`src/rtl/xabc_weyl_prng_word_assert.svh`:
```
// assertion macros shared by the prng word block
`ifndef XABC_WEYL_PRNG_WORD_ASSERT_SVH
`define XABC_WEYL_PRNG_WORD_ASSERT_SVH

// same-cycle implication, clocked by clk, off while rst_n is low
`define XABC_ASSERT_SAME(lbl, ante, cons, msg) \
  lbl: assert property (@(posedge clk) disable iff (!rst_n) (ante) |-> (cons)) else $error(msg);

// next-cycle implication, clocked by clk, off while rst_n is low
`define XABC_ASSERT_NEXT(lbl, ante, cons, msg) \
  lbl: assert property (@(posedge clk) disable iff (!rst_n) (ante) |=> (cons)) else $error(msg);

`endif

```
`src/rtl/xabc_pkg.sv`:
```
// shared types and constants of the weyl prng word block
package xabc_pkg;

  localparam int unsigned WORD_W = 32;
  localparam int unsigned BYTE_W = 8;
  localparam int unsigned WARM_W = 6;

  localparam logic [BYTE_W-1:0] WEYL_INC     = 8'd151;
  localparam logic [WARM_W-1:0] WARMUP_WORDS = 6'd32;

  // action codes of an input item
  localparam logic ACT_NEXT = 1'b0;
  localparam logic ACT_SEED = 1'b1;

  typedef struct packed {
    logic [BYTE_W-1:0] weyl;
    logic [BYTE_W-1:0] a;
    logic [BYTE_W-1:0] b;
    logic [BYTE_W-1:0] c;
  } mix_state_t;

endpackage

```
`src/rtl/xabc_in_if.sv`:
```
// input channel: action and seed word with valid/ready
interface xabc_in_if;
  logic                        valid;
  logic                        ready;
  logic                        action;
  logic [xabc_pkg::WORD_W-1:0] seed_value;

  modport source (output valid, output action, output seed_value, input ready);
  modport sink (input valid, input action, input seed_value, output ready);
endinterface

```
`src/rtl/xabc_out_if.sv`:
```
// result channel: one random word with valid/ready
interface xabc_out_if;
  logic                        valid;
  logic                        ready;
  logic [xabc_pkg::WORD_W-1:0] random_word;

  modport source (output valid, output random_word, input ready);
  modport sink (input valid, input random_word, output ready);
endinterface

```
`src/rtl/xabc_weyl_prng_word.sv`:
```
// Weyl-counter byte prng delivering 32-bit words.
// in_item (sink): action 0 asks for the next word, action 1 loads
// seed_value (byte 0 to a, 1 to b, 2 to c, 3 to the counter).
// out_item (source): random_word, first generated byte in bits 7:0.
// A next item is turned into a word in the cycle it is accepted; the word
// sits in the output register from the next cycle on.
// Throughput is one next item per cycle while no warm-up runs and the
// receiver takes each word; four byte steps run unrolled in one combinational
// pass between the state registers. A seed item gives no result; after
// loading it runs WARMUP_WORDS (32) discarded words, one per cycle, so
// in_item.ready stays low until the warm-up count is back to zero.
// When the receiver stalls the output register holds its word, and a new
// next item is taken only once that word leaves (ready passes through
// in the same cycle). Seed items are still taken during a stall.
// Reset clears the counter, mixing bytes and warm-up count to zero and
// empties the output register.
module xabc_weyl_prng_word (
  input  logic        clk,
  input  logic        rst_n,
  xabc_in_if.sink     in_item,
  xabc_out_if.source  out_item
);
  import xabc_pkg::*;

  mix_state_t         st_r, st_nxt;
  mix_state_t         mix_st;
  logic [WORD_W-1:0]  mix_word;
  logic [WARM_W-1:0]  warm_left_r, warm_left_nxt;
  logic               out_valid_r, out_valid_nxt;
  logic [WORD_W-1:0]  out_word_r, out_word_nxt;
  logic               in_fire;
  logic               warm_busy;
  logic               out_free;

  xabc_mix u_mix (
    .st_i   (st_r),
    .st_o   (mix_st),
    .word_o (mix_word)
  );

  assign warm_busy = (warm_left_r != '0);
  assign out_free  = !out_valid_r || out_item.ready;
  // a seed item needs no output slot
  assign in_item.ready = !warm_busy && (out_free || (in_item.action == ACT_SEED));
  assign in_fire       = in_item.valid && in_item.ready;

  always_comb begin
    st_nxt        = st_r;
    warm_left_nxt = warm_left_r;
    out_valid_nxt = out_valid_r && !out_item.ready;
    out_word_nxt  = out_word_r;
    if (warm_busy) begin
      st_nxt        = mix_st;
      warm_left_nxt = warm_left_r - 1'b1;
    end else if (in_fire) begin
      if (in_item.action == ACT_SEED) begin
        st_nxt.a      = in_item.seed_value[BYTE_W-1:0];
        st_nxt.b      = in_item.seed_value[2*BYTE_W-1:BYTE_W];
        st_nxt.c      = in_item.seed_value[3*BYTE_W-1:2*BYTE_W];
        st_nxt.weyl   = in_item.seed_value[4*BYTE_W-1:3*BYTE_W];
        warm_left_nxt = WARMUP_WORDS;
      end else begin
        st_nxt        = mix_st;
        out_valid_nxt = 1'b1;
        out_word_nxt  = mix_word;
      end
    end
  end

  always_ff @(posedge clk) begin
    if (!rst_n) begin
      st_r        <= '0;
      warm_left_r <= '0;
      out_valid_r <= 1'b0;
    end else begin
      st_r        <= st_nxt;
      warm_left_r <= warm_left_nxt;
      out_valid_r <= out_valid_nxt;
    end
  end

  always_ff @(posedge clk) begin
    out_word_r <= out_word_nxt;
  end

  assign out_item.valid       = out_valid_r;
  assign out_item.random_word = out_word_r;

`include "xabc_weyl_prng_word_assert.svh"

  `XABC_ASSERT_NEXT(a_seed_loads_warmup, in_fire && (in_item.action == ACT_SEED), warm_left_r == WARMUP_WORDS, "warm-up count not loaded by seed")
  `XABC_ASSERT_NEXT(a_warmup_counts_down, warm_busy, warm_left_r == WARM_W'($past(warm_left_r) - 1'b1), "warm-up count did not step down")
  `XABC_ASSERT_NEXT(a_seed_no_result, in_fire && (in_item.action == ACT_SEED), out_valid_r == $past(out_valid_r && !out_item.ready), "seed item produced a result")
  `XABC_ASSERT_SAME(a_no_take_in_warmup, warm_busy, !in_fire, "item taken during warm-up")

endmodule

```
`src/rtl/xabc_mix.sv`:
```
// four unrolled byte steps of the generator, producing one word and the next state
module xabc_mix (
  input  xabc_pkg::mix_state_t         st_i,
  output xabc_pkg::mix_state_t         st_o,
  output logic [xabc_pkg::WORD_W-1:0]  word_o
);
  import xabc_pkg::*;

  mix_state_t        st_s [0:4];
  logic [BYTE_W-1:0] rot_b [0:3];
  logic [BYTE_W-1:0] byte_s [0:3];

  always_comb begin
    st_s[0] = st_i;
    for (int k = 0; k < 4; k++) begin
      st_s[k+1].weyl = st_s[k].weyl + WEYL_INC;
      st_s[k+1].a    = st_s[k].a ^ st_s[k].c ^ st_s[k+1].weyl;
      st_s[k+1].b    = st_s[k].b + st_s[k+1].a;
      // rotate left by 7 is rotate right by 1
      rot_b[k]       = {st_s[k+1].b[0], st_s[k+1].b[BYTE_W-1:1]};
      st_s[k+1].c    = (st_s[k].c + rot_b[k]) ^ st_s[k+1].a;
      byte_s[k]      = st_s[k+1].c ^ st_s[k+1].b;
    end
  end

  // first byte in the low bits
  assign word_o = {byte_s[3], byte_s[2], byte_s[1], byte_s[0]};
  assign st_o   = st_s[4];

endmodule

```
`src/flat_wrapper.sv`:
```
// flat-port wrapper written by rule: the top's interface ports become plain ports
module xabc_weyl_prng_word_flat import xabc_pkg::*;
  (clk, rst_n, in_item_valid, in_item_action, in_item_seed_value, in_item_ready, out_item_valid, out_item_random_word, out_item_ready);
  xabc_in_if in_item_i ();
  xabc_out_if out_item_i ();
  input  logic clk;
  input  logic rst_n;
  input wire logic [$bits(in_item_i.valid)-1:0] in_item_valid;
  input wire logic [$bits(in_item_i.action)-1:0] in_item_action;
  input wire logic [$bits(in_item_i.seed_value)-1:0] in_item_seed_value;
  output wire logic [$bits(in_item_i.ready)-1:0] in_item_ready;
  output wire logic [$bits(out_item_i.valid)-1:0] out_item_valid;
  output wire logic [$bits(out_item_i.random_word)-1:0] out_item_random_word;
  input wire logic [$bits(out_item_i.ready)-1:0] out_item_ready;
  assign in_item_i.valid = in_item_valid;
  assign in_item_i.action = in_item_action;
  assign in_item_i.seed_value = in_item_seed_value;
  assign in_item_ready = in_item_i.ready;
  assign out_item_valid = out_item_i.valid;
  assign out_item_random_word = out_item_i.random_word;
  assign out_item_i.ready = out_item_ready;
  xabc_weyl_prng_word u_core (.clk(clk), .rst_n(rst_n), .in_item(in_item_i), .out_item(out_item_i));
endmodule
```
`config.mk`:
```
export PLATFORM = sky130hd
export DESIGN_NAME = xabc_weyl_prng_word_flat
export DESIGN_NICKNAME = d
export VERILOG_FILES = /design/src/rtl/xabc_pkg.sv /design/src/rtl/xabc_in_if.sv /design/src/rtl/xabc_out_if.sv /design/src/rtl/xabc_weyl_prng_word.sv /design/src/rtl/xabc_mix.sv /design/src/flat_wrapper.sv
export VERILOG_INCLUDE_DIRS = /design/src /design/src/rtl
export SDC_FILE = /design/constraint.sdc
export NUM_CORES = 1
export LEC_CHECK = 0
export BUFFER_PORTS_ARGS = -buffer_cell sky130_fd_sc_hd__buf_2
export CORE_ASPECT_RATIO = 1.4
export CORE_MARGIN = 2
export CORE_UTILIZATION = 35
export CTS_CLUSTER_SIZE = 24
export DETAILED_ROUTE_END_ITERATION = 10
export SYNTH_ARGS = -nofsm -noshare
export SYNTH_HDL_FRONTEND = slang
export SYNTH_SLANG_ARGS = --single-unit
```
`constraint.sdc`:
```
create_clock -name clk -period 10 [get_ports clk]
set_input_delay 2 -clock clk [delete_from_list [all_inputs] [get_ports clk]]
set_output_delay 2 -clock clk [all_outputs]
set_load 0.02 [all_outputs]
```
* After elaboration in Yosys (flattened, before gate mapping)
Index checks and enable logic that the tools add are counted.
** Storage, ports and cells
- Flip-flop bits (word level) :: 71
- Output and inout bits :: 34
** Cells by class
- Add/subtract/negate cells :: 13
- Mux-type cells :: 9
- Bitwise logic cells :: 18
- Reductions and logical operators :: 13
** Operators by type and width (number)
- bitwise XOR 8 bit :: 16
- two-way mux 32 bit :: 3
- adder 8 bit :: 8
- adder 8 bit, second input constant :: 4
- two-way mux 6 bit :: 3
- nonzero test 6 bit :: 1
- subtractor 6 x 1 -> 6 bit, second input constant :: 1
- nonzero test 2 bit :: 2
- logical AND 1 bit :: 3
- logical NOT 1 bit :: 3
- two-way mux 1 bit :: 3
- AND reduction 3 bit :: 1
- logical OR 1 bit :: 2
- inverter 1 bit :: 2
- AND reduction 2 bit :: 1

* Logic depth before layout (Yosys ltp)
Gate-level depths: netlist (run 1).
- Depth in word-level cells :: 23
- Mapped depth :: 50

* Hierarchy
From an unflattened synthesis (run 1), not the netlist that was laid out.
** Unflattened totals
- Cell total of the unflattened synthesis :: 745
- Area, all modules :: 7175.6 sq um
** By module, submodules not included
- xabc_mix :: instances 1, cells each 479, area an instance 4040.1 sq um, seq. area each 0.0 sq um
- xabc_weyl_prng_word :: instances 1, cells each 266, area an instance 3135.5 sq um, seq. area each 1741.7 sq um

* Worst setup path before layout (run 1)
OpenSTA, ideal clock, no wires.
- Kind :: register to register
- Start :: reg u_core.st_r[24] (netlist name)
- End :: reg u_core.st_r[6] (netlist name)
- Setup time :: 0.125 ns
- Data arrival time :: 9.952 ns
- Required time :: 9.875 ns
- Setup slack :: -0.077 ns
- Stages on the path, launching flop included :: 46
- Clock period less this slack :: 10.077 ns
- Cell sequence :: dfxtp_1 > buf_6 > buf_2 > inv_1 > ha_1 > buf_2 > and2b_4 > or3_1 > nand2_4 > xnor2_1 > inv_1 > ha_1 > or4_1 > o22a_1 > xor3_1 > inv_1 > ha_1 > xnor2_1 > (+10 left out) > nor2_1 > nor2_1 > o41a_1 > xor3_1 > xnor2_1 > ha_1 > xor2_1 > xnor3_2 > ha_1 > a21oi_1 > xnor3_1 > xnor3_1 > inv_1 > ha_1 > xor2_1 > xnor2_1 > a222oi_1 > nor2b_1
** Between the ends
- Cells in the longest elaborated chain, start to end :: 23
- Elaborated cells on any way between the ends :: 26
** Ends and longest elaborated chain
- from (decl) :: line xabc_weyl_prng_word.sv:25 : mix_state_t st_r, st_nxt;
- from (signal assigned) :: line xabc_weyl_prng_word.sv:76 : st_r <= st_nxt;
- adder 8 bit (*) :: line xabc_mix.sv:16 : st_s[k+1].weyl = st_s[k].weyl + WEYL_INC;
- bitwise XOR 8 bit :: line xabc_mix.sv:17 : st_s[k+1].a = st_s[k].a ^ st_s[k].c ^ st_s[k+1].weyl;
- adder 8 bit :: line xabc_mix.sv:18 : st_s[k+1].b = st_s[k].b + st_s[k+1].a;
- adder 8 bit :: line xabc_mix.sv:21 : st_s[k+1].c = (st_s[k].c + rot_b[k]) ^ st_s[k+1].a;
- bitwise XOR 8 bit :: line xabc_mix.sv:21
- bitwise XOR 8 bit (2 in series) :: line xabc_mix.sv:17
- adder 8 bit :: line xabc_mix.sv:18
- adder 8 bit :: line xabc_mix.sv:21
- (+5 left out)
- bitwise XOR 8 bit :: line xabc_mix.sv:21
- bitwise XOR 8 bit (2 in series) :: line xabc_mix.sv:17
- adder 8 bit :: line xabc_mix.sv:18
- adder 8 bit :: line xabc_mix.sv:21
- bitwise XOR 8 bit (*) :: line xabc_mix.sv:21
- two-way mux 32 bit :: line xabc_weyl_prng_word.sv:56 : if (in_item.action == ACT_SEED) begin
- two-way mux 32 bit :: line xabc_weyl_prng_word.sv:55 : end else if (in_fire) begin
- two-way mux 32 bit (*) :: line xabc_weyl_prng_word.sv:52 : if (warm_busy) begin
Mark *: on every way between the ends. The rest lies on a longest branch, timed or not. The select of a mux whose other input is x is not followed.
A chain may end at the register's enable or synchronous reset.

* Final worst setup path (run 1)
Ends and elaborated chain as after synthesis.

==> qor.yml, run 1 <==
vias: 5349
synth.most_common_cell: "xnor2_1"
grtUsageMet2_pct: 31.4
ff_latch_area_sq_um: 1740
clkSlewWorstSetupHoldPaths_ps: 60
cts_tree: "yes"
synth.yosys.warnings: 0
synth.top_cells.by_count: "xnor2_1 (103), xor2_1 (65), ha_1 (61)"
busiest_layer: "met2"
worst_path_largest_cell_delay_ps: 440
synth_top_cell_area_share_pct: 14.5
outcome: "finished, final reports clean"
worst_pin_slew_ps: 874
fill_cells: 1807
synth_flop_cell: "dfxtp_1"
synth_edf_count: 32
ys_seq_elements: 71
use_met3_pct: 2.64
num_rows: 59
end_kind: "flip-flop"
worst_hold_slack_ps: 483
diodes: 0
yosysSeqAreaShare_pct: 26.3
syn_area_sq_um: 6610
cap_violations: 0
yosysUniqueCellTypes: 74
area_growth_pct: 22.4
insertion_delay_ps: 350
met1_usage_pct: 20.1
fin_area_sq_um: 8090
grtUsageTotal_pct: 17.7
cts_max_level: 3
nNetsFinal: 893
ff2ff_setup_slack_ps: 480
ant_nets: 0
reg2regPathDepth: 43
route.detailed.drc: 0
cts.path.max_buffers: 2
start_kind: "flip-flop"
fin_crit_sh_pct: 95.2
report.final.hold_viol_count: 0
cts.sinks: 71
critPathRequiredTime_ps: 10230
crit_top_cell: "ha_1"
hold_path_depth: 2
critPathArrivalTime_ps: 9750
drive_above_1_share_pct: 24.1
gp_congestion: 0.874
antenna_found_initial: 0
wl_per_cell_um: 17.0
first_pass_iters: 7
ys_top_cells_by_area: "edfxtp_1 (15%), xnor2_1 (14%), dfxtp_1 (12%), ha_1 (12%), xor2_1 (8.6%)"
syn_nets: 788
setup_tns_ps: 0
cts_buffers: 9
hpwlAfterDp_um: 14100
start_util_pct: 35.7
wirelength_um: 17600
async_flop_share_pct: 0
die_x_um: 120
dieArea_sq_um: 20000
port_buffers: 70
grt.overflow.total: 0
setup_viol: 0
multi_input_area_sq_um: 4860
max-slew-margin-rel_pct: 41.6
placed_area_sq_um: 7430
die_h_um: 167
holdBufCountCts: 0
hold_path_class: "flip-flop to flip-flop"
avgSynthCellArea_sq_um: 9.69
post-route-min-period_ps: 9520
clock_skew_ps: 9.88
crit_slowest_cell: "xor3_1"
fmax_mhz: 105
grt_pass1_wl_um: 27600
report.final.slew_viol_count: 0
path_class: "flip-flop to flip-flop"
first_iter_violations: 373
cts-root-buf: "clkbuf_16"
syn_inst: 682
grt_pass1_vias: 5429
vias_per_cell: 5.16
crit_fanout: 5
yosysTopAreaCell: "edfxtp_1"
grt_max_degree: 41
core_area_sq_um: 18500
ios: 71
## per-stage QoR
step	setup WS, ps	util, %	instances
6_report	481	43.7	1036
5_1_grt	-35.2	43.7	1036
4_1_cts	45.4	42.3	1026
3_5_place_dp	-119	40.1	1004
3_3_place_gp	98.2	40.1	1004
2_1_floorplan	8.33	-	682
## metal layers
metal,vias to the layer above,wire [um]
li1,2640,-
met1,2557,7060
met2,114,9060
met3,38,675
met4,0,830
met5,-,0
## what timing repair did
action	4_1_cts	5_1_grt
buffers inserted	6	10
gates resized for setup	6	29
pin swaps	2	13
endpoints found under the setup margin	4	7
## flip-flops by register name, summed over array words and instances, names as in the netlist
| register | cells |
|---|---|
| u_core.out_item.random_word | 32 |
| u_core.out_item.valid | 1 |
| u_core.st_r | 32 |
| u_core.warm_left_r | 6 |
## critical path, delay by kind of cell, from the launching register on
family | cells | cell delay (ps)
XOR/XNOR | 17 | 3580
adder cells (fa/ha/maj) | 9 | 2710
AND/OR/NAND/NOR | 6 | 910
buffers and inverters | 4 | 260
AO/OA/AOI/OAI | 7 | 1570
flip-flops | 1 | 340
## cells in the final DEF, fill, tap and decap left out, types with 8 or more instances in the layout
| cell type | count |
|---|---|
| nand2_1 | 21 |
| ha_1 | 59 |
| buf_4 | 51 |
| nand2b_1 | 8 |
| o21ai_0 | 17 |
| nor2b_1 | 33 |
| a222oi_1 | 25 |
| o21bai_1 | 11 |
| nor2_1 | 30 |
| inv_1 | 32 |
| nand3_1 | 13 |
| dfxtp_1 | 39 |
| clkbuf_16 | 10 |
| fa_1 | 8 |
| edfxtp_1 | 32 |
| a21o_1 | 11 |
| xnor2_1 | 89 |
| xnor2_2 | 15 |
| buf_2 | 70 |
| a21oi_1 | 39 |
| xor2_1 | 59 |
## worst paths after layout
| path | start | end |
|---|---|---|
| setup / recovery | u_core.st_r[24]$_SDFFE_PN0P_ | u_core.st_r[6]$_SDFFE_PN0P_ |
| hold reg to reg | u_core.warm_left_r[4]$_SDFFE_PN0P_ | u_core.warm_left_r[4]$_SDFFE_PN0P_ |
| setup reg to reg | u_core.st_r[24]$_SDFFE_PN0P_ | u_core.st_r[6]$_SDFFE_PN0P_ |
| hold / removal | u_core.warm_left_r[4]$_SDFFE_PN0P_ | u_core.warm_left_r[4]$_SDFFE_PN0P_ |
## cell families after synthesis
logic type | count (synthesis) | synth area share, %
XOR/XNOR | 181 | 26.5
AO/OA/AOI/OAI | 160 | 17.8
AND/OR/NAND/NOR | 138 | 11.1
flip-flops | 71 | 26.3
adder cells (fa/ha/maj) | 69 | 14.0
buffers and inverters | 60 | 3.77
multiplexers | 3 | 0.454
## layout make-up
cell class	count	share of cell area, %
well taps	244	3.77
clock inverters	5	0.758
repair buffers	121	9.06
clock buffers	11	3.26
multi-input cells	551	60.1
flip-flops and latches	71	21.5
inverters	33	1.53
Power of run 1 is left out: the tool's default activity adds up to more than one toggle a clock period on the data nets, which glitch-free logic cannot reach.
==> run 2, diff against run 1 <==
- REMOVE_ABC_BUFFERS: not set -> 1
==> run 2 against run 1 <==
Effect of this change: first-iteration DRC count increased by 31%; critical path depth unchanged; hold slack improved by 10 ps; non-clock buffer count decreased by 7; clock-buffer cell count decreased by 2; critical path type unchanged.
==> qor.yml, run 2 (synthesis results as in run 1) <==
core_area_sq_um: 18500
route.detailed.drc: 0
cts_tree: "yes"
cap_violations: 0
layout_common_cells: "xnor2_1 (78), buf_2 (70), xor2_1 (61)"
num_rows: 59
grt.overflow.total: 0
placedCellCount: 1001
outcome: "finished, final reports clean"
hold_path_class: "flip-flop to flip-flop"
hold_path_depth: 2
grt_max_degree: 41
fmax_mhz: 104
ff2ff_setup_slack_ps: 430
clkSlewWorstSetupHoldPaths_ps: 70
reg2reg_to: "u_core.st_r[6]$_SDFFE_PN0P_"
fin_crit_sh_pct: 95.7
setup_tns_ps: 0
final_cells: 1029
crit_slowest_cell: "fa_1"
holdPathEnd: "u_core.warm_left_r[4]$_SDFFE_PN0P_"
port_buffers: 70
end_kind: "flip-flop"
drive_above_1_share_pct: 25.2
diodes: 0
cts-root-buf: "clkbuf_16"
nNetsFinal: 886
antenna_found_initial: 0
gp_congestion: 0.858
grtUsageTotal_pct: 17.5
die_h_um: 167
start_kind: "flip-flop"
holdBufCountCts: 0
cts.sinks: 71
first_iter_violations: 487
cts_buffers: 9
report.final.slew_viol_count: 0
critPathArrivalTime_ps: 9790
reg2regPathDepth: 43
worst_hold_slack_ps: 493
worst_path_largest_cell_delay_ps: 560
cts.path.max_buffers: 2
cts_max_level: 3
die_x_um: 120
wl_per_cell_um: 17.2
ant_nets: 0
ff_latch_area_sq_um: 1740
min_from: "u_core.warm_left_r[4]$_SDFFE_PN0P_"
crit_fanout: 5
clock_skew_ps: 13.1
ios: 71
r2r-start: "u_core.st_r[25]$_SDFFE_PN0P_"
grt_pass1_vias: 5282
placed_area_sq_um: 7390
final_common_cell: "xnor2_1"
first_pass_iters: 6
area_growth_pct: 22.5
critPathRequiredTime_ps: 10220
setup_viol: 0
start_util_pct: 35.7
hpwlAfterDp_um: 14100
report.final.hold_viol_count: 0
max-slew-margin-rel_pct: 57.0
post-route-min-period_ps: 9570
wirelength_um: 17700
insertion_delay_ps: 350
grt_pass1_wl_um: 27200
dieArea_sq_um: 20000
cp-startpoint: "u_core.st_r[25]$_SDFFE_PN0P_"
fin_area_sq_um: 8100
vias_per_cell: 5.15
fill_cells: 1818
path_class: "flip-flop to flip-flop"
worst_pin_slew_ps: 645
multi_input_area_sq_um: 4940
vias: 5295
-- run 2: cell count changes in the layout (fill, tap and decap cells not counted), sizes merged --
cell	delta
clkbuf	-2
clkinv	+1
inv	+1
buf	-7
-- run 2: metrics by stage --
step	setup WS, ps	util (%)
2_1_floorplan	-128	-
3_3_place_gp	68.9	39.9
3_5_place_dp	-111	39.9
4_1_cts	37.3	41.7
5_1_grt	-129	43.7
6_report	430	43.7
-- run 2: worst max-delay path by stage --
stage	end	slack, ps	cells past startpoint
after detailed placement	u_core.st_r[6]$_SDFFE_PN0P_	-110	41
after CTS	u_core.st_r[6]$_SDFFE_PN0P_	40	40
after global routing	u_core.out_item.random_word[30]$_DFFE_PP_	-130	45
after global placement	u_core.out_item.random_word[30]$_DFFE_PP_	70	40
after floorplan	u_core.st_r[6]$_SDFFE_PN0P_	-130	42
final	u_core.st_r[6]$_SDFFE_PN0P_	430	43
-- run 2: what timing repair did --
item,4_1_cts,5_1_grt
endpoints found under the setup margin,4,8
endpoints found under the hold margin,0,0
resized for setup,3,48
setup buffers,1,11
pin swaps,0,19
-- run 2: worst max-delay path: cells and delay by family, from the launching register on --
| family | cells | cell delay [ps] |
|---|---|---|
| buffers and inverters | 5 | 310 |
| AOI/OAI and AO/OA | 6 | 1430 |
| and+or+nand+nor | 9 | 920 |
| xor gates and xnor gates | 14 | 3360 |
| DFF | 1 | 330 |
| adders and majority gates | 9 | 3110 |
-- run 2: metal layers --
layer / track usage, % / wire length (um) / vias up
met2: 32.4 / 9510 / 106
li1: - / - / 2636
met1: 20.2 / 7170 / 2533
met3: 2.19 / 562 / 20
met5: 0 / 0 / -
met4: 6.75 / 431 / 0
-- run 2: layout make-up --
class | count | share of cell area, %
sequential | 71 | 21.5
tap | 244 | 3.77
clock inverter | 7 | 0.958
multi-input combinational | 551 | 61.1
timing repair buffer | 114 | 8.40
clock buffer | 9 | 2.78
inverter | 33 | 1.53
Power of run 2 is left out for the same reason.
==> run 3, diff against run 2 <==
- CTS_BUF_LIST: not set -> sky130_fd_sc_hd__clkbuf_16
- clock period: 10 -> 12.2 ns (I/O delays scaled with it)
==> run 3 against run 2 <==
Effect of this change: clock skew rose by 1.8 ps; critical path depth is 1 lower; die area is the same; design area fell by 7.1%; core utilization fell by 3.1 points; sequential cell count unchanged; first-iteration DRC count decreased by 28%.
==> qor.yml, run 3 (synthesis results as in run 1) <==
ios: 71
placedCellCount: 975
vias_per_cell: 5.19
multi_input_area_sq_um: 4630
core_area_sq_um: 18500
rsz0062_at_grt: "false"
cts_buffers: 9
insertion_delay_ps: 350
setup_viol: 0
route.detailed.drc: 0
setup_tns_ps: 0
area_growth_pct: 13.8
critPathRequiredTime_ps: 12430
final_common_cell: "xnor2_1"
grtUsageTotal_pct: 17.8
post-route-min-period_ps: 11380
vias: 5146
ff_latch_area_sq_um: 1740
start_util_pct: 35.7
diodes: 0
critPathArrivalTime_ps: 11610
nNetsFinal: 848
hold_path_class: "flip-flop to flip-flop"
final_cells: 991
grt.overflow.total: 0
ant_nets: 0
end_kind: "flip-flop"
max-slew-margin-rel_pct: 17.9
cts.sinks: 71
drive_above_1_share_pct: 15.4
report.final.slew_viol_count: 0
clkSlewWorstSetupHoldPaths_ps: 70
hpwlAfterDp_um: 14100
crit_top_cell: "ha_1"
fill_cells: 1854
crit_fanout: 19
worst_pin_slew_ps: 1200
layout_common_cells: "xnor2_1 (103), buf_2 (70), xor2_1 (65)"
die_h_um: 167
wl_per_cell_um: 17.7
antenna_found_initial: 0
clock_skew_ps: 14.9
grt_pass1_vias: 5191
fin_crit_sh_pct: 93.3
fmax_mhz: 87.9
crit_slowest_cell: "o41ai_1"
worst_path_largest_cell_delay_ps: 580
start_kind: "flip-flop"
cts_max_level: 3
gp_congestion: 0.914
die_x_um: 120
dieArea_sq_um: 20000
cts_tree: "yes"
first_iter_violations: 350
wirelength_um: 17500
path_class: "flip-flop to flip-flop"
cts-root-buf: "clkbuf_16"
port_buffers: 70
report.final.hold_viol_count: 0
cts.path.max_buffers: 2
first_pass_iters: 6
grt_max_degree: 41
grt_pass1_wl_um: 27300
cap_violations: 0
outcome: "finished, final reports clean"
num_rows: 59
run 3: changes by cell type in the layout (fill, tap and decap cells not counted), moves of 3 or more:
cell and change:
a21oi_1 +6, a21oi_2 -5, ha_1 +4, xnor2_1 +25, xor2_2 -3, inv_6 -3, xnor2_2 -25, buf_4 -38
xor2_1 +4
run 3: worst paths after layout:
path,startpoint,endpoint,slack (ps),cells past startpoint
max reg2reg,u_core.st_r[24]$_SDFFE_PN0P_,u_core.st_r[6]$_SDFFE_PN0P_,820,42
min,u_core.warm_left_r[4]$_SDFFE_PN0P_,u_core.warm_left_r[4]$_SDFFE_PN0P_,480,2
max,u_core.st_r[24]$_SDFFE_PN0P_,u_core.st_r[6]$_SDFFE_PN0P_,820,42
min reg2reg,u_core.warm_left_r[4]$_SDFFE_PN0P_,u_core.warm_left_r[4]$_SDFFE_PN0P_,480,2
run 3: per-stage QoR:
| step | util, % | setup slack [ps] | hold WS [ps] | instance area, sq um |
|---|---|---|---|---|
| 2_1_floorplan | - | 2070 | 446 | 6490 |
| 3_3_place_gp | 38.8 | 793 | 469 | 7190 |
| 3_5_place_dp | 38.8 | 663 | 475 | 7190 |
| 4_1_cts | 40.6 | 601 | 487 | 7520 |
| 5_1_grt | 40.6 | 128 | 540 | 7520 |
| 6_report | 40.6 | 819 | 480 | 7520 |
run 3: layout make-up:
type	count	share of cell area (%)
Clock buffer	11	3.66
Clock inverter	5	0.682
Inverter	33	1.65
Multi-Input combinational cell	551	61.5
Sequential cell	71	23.2
Tap cell	244	4.06
Timing Repair Buffer	76	5.26
run 3: layer usage:
| layer | vias to the layer above | routed length (um) | track usage (%) | share of wire, % |
|---|---|---|---|---|
| li1 | 2560 | - | - | - |
| met1 | 2455 | 7000 | 20.0 | 40 |
| met2 | 112 | 9350 | 33.2 | 53 |
| met3 | 19 | 654 | 2.77 | 3.7 |
| met4 | 0 | 500 | 6.75 | 2.9 |
| met5 | - | 0 | 0 | 0 |
run 3: worst max-delay path: cells and delay by family, from the launching register on:
kind	cells	cell delay [ps]
adders and majority gates	9	2610
DFF	1	560
buffers and inverters	4	380
and+or+nand+nor	7	1550
AOI/OAI and AO/OA	5	1560
xor gates and xnor gates	17	4610
run 3: repair_timing:
item                                    in CTS  in global routing
hold buffers                                 0                  0
gates resized for setup                      0                  1
buffers inserted                             0                  0
endpoints found under the setup margin       0                  4
Power of run 3 is left out for the same reason.
